$ cat config.mk
export PLATFORM = sky130hd
export DESIGN_NAME = cdh_amount
export DESIGN_NICKNAME = d
export VERILOG_FILES = /design/src/cdh_pkg.sv /design/src/cdh_amount.sv
export SDC_FILE = /design/constraint.sdc
export NUM_CORES = 1
export LEC_CHECK = 0
export BUFFER_PORTS_ARGS = -buffer_cell sky130_fd_sc_hd__buf_2
export CAP_MARGIN = 15
export CORE_AREA = 2 2 188 190
export DETAILED_ROUTE_END_ITERATION = 6
export DIE_AREA = 0 0 190 192
export GPL_TIMING_DRIVEN = 1
export PLACE_DENSITY_LB_ADDON = 0.1
export SETUP_SLACK_MARGIN = 0.3
export SYNTH_ARGS = -nofsm -noshare
export SYNTH_HDL_FRONTEND = slang
export SYNTH_SLANG_ARGS = --single-unit
$ cat constraint.sdc
create_clock -name vclk -period 10.66
set_input_delay 2.132 -clock vclk [all_inputs]
set_output_delay 2.132 -clock vclk [all_outputs]
set_load 0.03 [all_outputs]
$ cat src/cdh_pkg.sv
// ----------------------------------------------------------------------------
// cdh_pkg
// Shared types, constants and helpers of the coverage depth histogram unit.
// ----------------------------------------------------------------------------
package cdh_pkg;

  localparam int DEPTH_BINS  = 1024;
  localparam int BIN_W       = $clog2(DEPTH_BINS);
  localparam int NUM_MARKS   = 4;
  localparam int MIDX_W      = (NUM_MARKS > 1) ? $clog2(NUM_MARKS) : 1;
  localparam int NUM_RESULTS = 4 + NUM_MARKS;

  localparam int CNT_W   = 48;
  localparam int BIN_CW  = 32;
  localparam int BELOW_W = BIN_CW + BIN_W;
  localparam int CNT_IN_W = 16;
  localparam int DEPTH_W = CNT_IN_W + 1;
  localparam int THR_W   = 17;
  localparam int PROD_W  = THR_W + DEPTH_W;
  localparam int MARK_W  = 10;
  localparam int WIN_W   = 32;
  localparam int KIND_W  = 3;
  localparam int CFG_IDX_W  = 3;
  localparam int CFG_DATA_W = 32;

  // register indexes
  localparam logic [CFG_IDX_W-1:0] CFG_IGNORE    = 3'd0;
  localparam logic [CFG_IDX_W-1:0] CFG_MIN_DEPTH = 3'd1;
  localparam logic [CFG_IDX_W-1:0] CFG_THRESHOLD = 3'd2;
  localparam logic [CFG_IDX_W-1:0] CFG_WINDOW    = 3'd3;
  localparam logic [CFG_IDX_W-1:0] CFG_MARK_A    = 3'd4;

  // result kinds
  localparam logic [KIND_W-1:0] KIND_COVERED      = 3'd0;
  localparam logic [KIND_W-1:0] KIND_READS_ALL    = 3'd1;
  localparam logic [KIND_W-1:0] KIND_READS_TARGET = 3'd2;
  localparam logic [KIND_W-1:0] KIND_BIASED       = 3'd3;
  localparam logic [KIND_W-1:0] KIND_MARK0        = 3'd4;
  localparam logic [KIND_W-1:0] KIND_LAST         = KIND_W'(NUM_RESULTS - 1);

  // reset values
  localparam logic [CNT_IN_W-1:0] MIN_DEPTH_RST = 16'd10;
  localparam logic [THR_W-1:0]    THRESHOLD_RST = 17'd45875;
  localparam logic [MARK_W-1:0]   MARK_RST [4] = '{10'd1, 10'd20, 10'd100, 10'd500};

  typedef logic [MARK_W-1:0]  mark_t;
  typedef logic [BELOW_W-1:0] below_t;

  typedef enum logic [2:0] {
    ST_CLEAR,
    ST_IDLE,
    ST_READ,
    ST_WRITE,
    ST_WALK,
    ST_EMIT
  } cdh_state_t;

  typedef struct packed {
    logic [CNT_W-1:0] bases;
    logic [CNT_W-1:0] reads_all;
    logic [CNT_W-1:0] reads_target;
    logic [CNT_W-1:0] biased;
  } cdh_totals_t;

  function automatic logic [CNT_W-1:0] sat_add(input logic [CNT_W-1:0] a,
                                               input logic [CNT_W-1:0] b);
    logic [CNT_W:0] s;
    s = {1'b0, a} + {1'b0, b};
    return s[CNT_W] ? {CNT_W{1'b1}} : s[CNT_W-1:0];
  endfunction

  function automatic logic [BIN_W-1:0] clamp_bin(input logic [DEPTH_W-1:0] v);
    return (int'(v) > DEPTH_BINS - 1) ? BIN_W'(DEPTH_BINS - 1) : BIN_W'(v);
  endfunction

endpackage

$ cat src/cdh_amount.sv
// ----------------------------------------------------------------------------
// cdh_amount
// Selects the value of one report word: a running total, the covered bases at
// a depth mark from the prefix sum of the bins below it, or for a zero mark the target.
// ----------------------------------------------------------------------------
module cdh_amount (
  input  logic [cdh_pkg::KIND_W-1:0] kind,
  input  cdh_pkg::cdh_totals_t       totals,
  input  logic                       ignore_on_target,
  input  logic [cdh_pkg::WIN_W-1:0]  window_bases,
  input  cdh_pkg::mark_t             marks [cdh_pkg::NUM_MARKS],
  input  cdh_pkg::below_t            mark_sums [cdh_pkg::NUM_MARKS],
  output logic [cdh_pkg::CNT_W-1:0]  amount
);

  logic [cdh_pkg::MIDX_W-1:0] midx;
  logic [cdh_pkg::CNT_W-1:0]  target;
  logic [cdh_pkg::CNT_W-1:0]  below;

  assign midx   = cdh_pkg::MIDX_W'(kind - cdh_pkg::KIND_MARK0);
  assign target = ignore_on_target ? cdh_pkg::CNT_W'(window_bases) : totals.bases;
  assign below  = cdh_pkg::CNT_W'(mark_sums[midx]);

  always_comb begin
    case (kind)
      cdh_pkg::KIND_COVERED:      amount = totals.bases;
      cdh_pkg::KIND_READS_ALL:    amount = totals.reads_all;
      cdh_pkg::KIND_READS_TARGET: amount = totals.reads_target;
      cdh_pkg::KIND_BIASED:       amount = totals.biased;
      default: begin
        if (marks[midx] == '0) begin
          amount = target;
        end else if (below >= totals.bases) begin
          amount = '0;
        end else begin
          amount = totals.bases - below;
        end
      end
    endcase
  end

endmodule

* After elaboration in Yosys (flattened, before gate mapping)
Index checks and enable logic that the tools add are counted.
** Cells by class
- Add/subtract/negate cells :: 2
- $lt $le $gt $ge :: 2
- Equal/unequal tests :: 3
- Mux-type cells :: 10
- Bitwise operators :: 1
- Reductions and logical operators :: 2
** Operator list (number)
- 48-bit case mux with 4 select lines :: 1
- 48-bit two-way mux :: 3
- 42-bit binary-select mux with 2-bit select :: 1
- 42-bit two-way mux :: 2
- 42-bit by 48-bit >= comparator with 1-bit output :: 1
- 48-bit by 42-bit subtractor with 48-bit output :: 1
- 10-bit binary-select mux with 2-bit select :: 1
- 10-bit two-way mux :: 2
- 10-bit zero test :: 1
- 3-bit by 2-bit == test with 1-bit output, second input constant :: 2
- 3-bit by 1-bit == test with 1-bit output, second input constant :: 1
- 3-bit >= comparator, second input constant :: 1
- 3-bit zero test :: 1
- 2-bit inverter with 3-bit output :: 1
- 2-bit by 1-bit subtractor with 2-bit output, second input constant :: 1
** Word-level totals
- Flip-flop bits (word level) :: 0
- Output and inout port bits :: 48
- Word-level logic and storage cells :: 20

* Logic depth before layout (Yosys ltp)
- Depth in word-level cells :: 9
- Mapped depth :: 18
- Depth with buffers taken out :: 13

* Worst setup path before layout
Ideal clock, no wire load.
- Path kind :: in2out
- Start point :: in kind[1] (netlist name)
- End point :: out amount[39] (netlist name)
- Arrival :: 6.297 ns
- Data required time :: 8.528 ns
- Slack :: 2.231 ns
- Stages :: 15
- Buffers on the path :: 3
- Cells stage by stage :: buf_2 -> buf_1 -> clkbuf_1 -> mux4_2 -> inv_1 -> ha_1 -> a21o_1 -> a21o_1 -> or4b_4 -> a311oi_2 -> a2111oi_2 -> o2111ai_2 -> a21boi_0 -> o21a_1 -> o31ai_1
** On the way
- Word-level cells in the longest chain between the ends :: 9
- Elaborated cells between the ends (all ways) :: 18
- Those cells by class :: 2 x add/sub; 1 x order compare; 3 x eq/ne; 9 x mux; 1 x bitwise; 2 x reduce/logical
** RTL lines
- from (decl) :: RTL line cdh_amount.sv:7 : input logic [cdh_pkg::KIND_W-1:0] kind,
- 2-bit by 1-bit subtractor with 2-bit output :: RTL line cdh_amount.sv:20 : assign midx = cdh_pkg::MIDX_W'(kind - cdh_pkg::KIND_MARK0);
- 2-bit inverter with 3-bit output (implied by the code) :: RTL line cdh_amount.sv:22, cdh_amount.sv:31
- 42-bit binary-select mux with 2-bit select :: RTL line cdh_amount.sv:22 : assign below = cdh_pkg::CNT_W'(mark_sums[midx]);
- 42-bit two-way mux (implied by the code) (2 in series) :: RTL line cdh_amount.sv:22
- 48-bit by 42-bit subtractor with 48-bit output or 42-bit by 48-bit >= comparator with 1-bit output (tied branches) :: RTL line cdh_amount.sv:36, cdh_amount.sv:33
- 48-bit two-way mux :: RTL line cdh_amount.sv:33 : end else if (below >= totals.bases) begin
- 48-bit two-way mux :: RTL line cdh_amount.sv:31 : if (marks[midx] == '0) begin
- 48-bit case mux with 4 select lines (*) :: RTL line cdh_amount.sv:25 : case (kind)
- to (decl) :: RTL line cdh_amount.sv:13 : output logic [cdh_pkg::CNT_W-1:0] amount
Every way passes the cells marked *; elsewhere a longest branch is shown, timed or not. The select of a mux whose other input is x is not followed.

* Final worst setup path
- Start point :: in kind[0] (netlist name)
- End point :: out amount[20] (netlist name)
Same word-level chain as after synthesis.

==> flow_metrics.env <==
export IMPL_layout_commonest_cell="buf_2"
export IMPL_max_freq_mhz=113
export IMPL_layout_common_cells="buf_2 (482), nor2_1 (100), mux4_2 (90)"
export IMPL_core_area_um2=34300
export IMPL_top_layer_used="met5"
export IMPL_seq_cells=0
export IMPL_crit_chain="buf_6, buf_4, mux4_2, inv_1, ha_1, nand4_1, nor2_1, o21ai_0, and2_1, a211oi_1, or2_2, nand2_1, o21ai_0, buf_2"
export IMPL_p_comb_share_pct=100.0
export IMPL_final_seq_area_um2=0
export IMPL_wl_met1_um=15500
export IMPL_cp_max_fo=58
export IMPL_tns_ns=0
export IMPL_arrival_ns=6.71
export IMPL_antenna_found_initial=6
export IMPL_cp_slowest_stage_delay_ns=0.56
export IMPL_instances_no_fill=1707
export IMPL_start_util_pct=19.5
export IMPL_synth_nets=1303
export IMPL_hp_class="in -> out"
export IMPL_fp_dieArea_um2=36500
export IMPL_fin_area_um2=9500
export IMPL_worstSetupPathType="in -> out"
export IMPL_via_per_inst=4.98
export IMPL_first_pass_iters=5
export IMPL_max_cap_viol_count=0
export IMPL_ys_types=68
export IMPL_post_cts_buffers=0
export IMPL_worstPathRequired_ns=8.53
export IMPL_grtUsageTotal_pct=18.8
export IMPL_syn_inst=818
export IMPL_grt_pass1_vias=8562
export IMPL_crit_path_start="kind[0]"
export IMPL_fin_crit_ns=8.85
export IMPL_nNetsFinal=1735
export IMPL_hold_start="totals[186]"
export IMPL_yosysTopAreaCell="mux4_2"
export IMPL_synthTopCellsByArea="mux4_2 (30%), ha_1 (9.0%), nor2_1 (5.6%)"
export IMPL_vias=8494
export IMPL_yosysTopAreaCellShare_pct=30.3
export IMPL_seq_area_frac_synth_pct=0
export IMPL_rows=68
export IMPL_slew_viol_final=0
export IMPL_place_hpwl_um=31300
export IMPL_critPathTopFamily="simple AND/OR/NAND/NOR gates"
export IMPL_area_growth_syn_to_layout_pct=41.9
export IMPL_ctsResizeCount=0
export IMPL_switchingPower_mw=0.396
export IMPL_port_buffers=484
export IMPL_drcViolationCount=0
export IMPL_gp_congestion=0.862
export IMPL_die_h_um=192
export IMPL_wl_met2_um=18600
export IMPL_die_width_um=190
export IMPL_p_sw_share_pct=58.4
export IMPL_drt_wl_total_um=36400
export IMPL_rsz0062_at_grt="false"
export IMPL_yosysWarnings=0
export IMPL_finalCritPeriodShare_pct=83.0
export IMPL_first_iter_violations=329
export IMPL_cp_num_buf_inv=4
export IMPL_pwr_share_seq_pct=0
export IMPL_worst_pin_slew_ns=1.12
export IMPL_wl_met3_um=2120
export IMPL_status="finished clean"
export IMPL_grt_max_degree=64
export IMPL_p_leak_nw=4.44
export IMPL_crit_path_end_kind="output pin"
export IMPL_grt_remaining_overflow=0
export IMPL_ir_drop_uv=31.9
export IMPL_ios=484
export IMPL_netlist_area_um2=6700
export IMPL_fin_util_pct=27.7
export IMPL_syn_area_per_cell_um2=8.18
export IMPL_post_drt_wl_per_cell_um=21.3
export IMPL_relSlewSlack_pct=24.8
export IMPL_p_int_mw=0.282
export IMPL_clkbuf_count=0
export IMPL_cts_hold_buf=0
export IMPL_powerDensity_nw_per_um2=71.4
export IMPL_dp_cells=1703
export IMPL_clkPwrFrac_pct=0
export IMPL_setup_viol=0
export IMPL_start_kind="input pin"
export IMPL_crit_slowest_cell="mux4_2"
export IMPL_crit_top_cell="o21ai_0"
export IMPL_place_area_um2=9490
export IMPL_hold_viol=0
export IMPL_postRouteAntennaNets=0
export IMPL_drive_above_1_share_pct=51.4
export IMPL_grt_pass1_wl_um=52500
## cells by family (layout without fill, tap and decap cells)
group / after synthesis / after routing / synth area share (%)
AOI/OAI and AO/OA: 225 / 225 / 24.0
xor gates and xnor gates: 32 / 32 / 4.19
adders and majority gates: 49 / 49 / 9.27
buffers and inverters: 121 / 551 / 7.40
muxes: 124 / 124 / 35.9
other: 0 / 4 / 0
and+or+nand+nor: 267 / 267 / 19.3
## stage by stage
step	total power, mW	setup slack [ns]	hold slack (ns)
final	0.679	1.81	4.73
after global routing	0.740	1.45	4.77
after CTS	0.687	1.69	4.74
after detailed placement	0.684	1.69	4.74
after global placement	0.686	1.72	4.73
after floorplan	0.439	2.23	4.56
## cells in the mapped netlist, types with 9 or more instances
cell / instances
a21oi_1: 68
buf_2: 9
inv_1: 57
a221oi_2: 14
a21o_1: 17
nand4_1: 19
a221oi_1: 12
nand3_1: 20
buf_1: 12
nor4_1: 16
clkbuf_1: 38
a31oi_1: 9
xnor2_1: 23
xor2_1: 9
nand2_1: 55
and3_1: 9
ha_1: 48
o21a_1: 9
nor2_1: 100
mux2_2: 28
nor3_1: 10
mux4_2: 90
o21ai_0: 37
## layout make-up
| cell class | count | area [um2] |
|---|---|---|
| Multi-Input combinational cell | 697 | 6200 |
| Timing Repair Buffer | 493 | 2500 |
| Tap cell | 455 | 569 |
| Inverter | 58 | 218 |
| Fill cell | 3812 | 24800 |
| Antenna cell | 4 | 10.0 |
## power groups by stage
stage	registers [mW]	clock network (mW)	logic, mW
after floorplan	0	0	0.439
after global placement	0	0	0.686
after detailed placement	0	0	0.684
after CTS	0	0	0.687
after global routing	0	0.0000000504	0.740
final	0	0.0000000505	0.679
## path summary, 6_finish.rpt
path / to / slack, ns / cells after the start
hold / removal: amount[42] / 4.73 / 4
setup / recovery: amount[20] / 1.81 / 14
## per-layer routing
layer,GRT usage (%),vias up
met5,0,-
met4,1.28,4
met3,2.34,8
met2,34.9,322
met1,24.1,4084
li1,-,4076
Power figures use the tool's default switching activity.
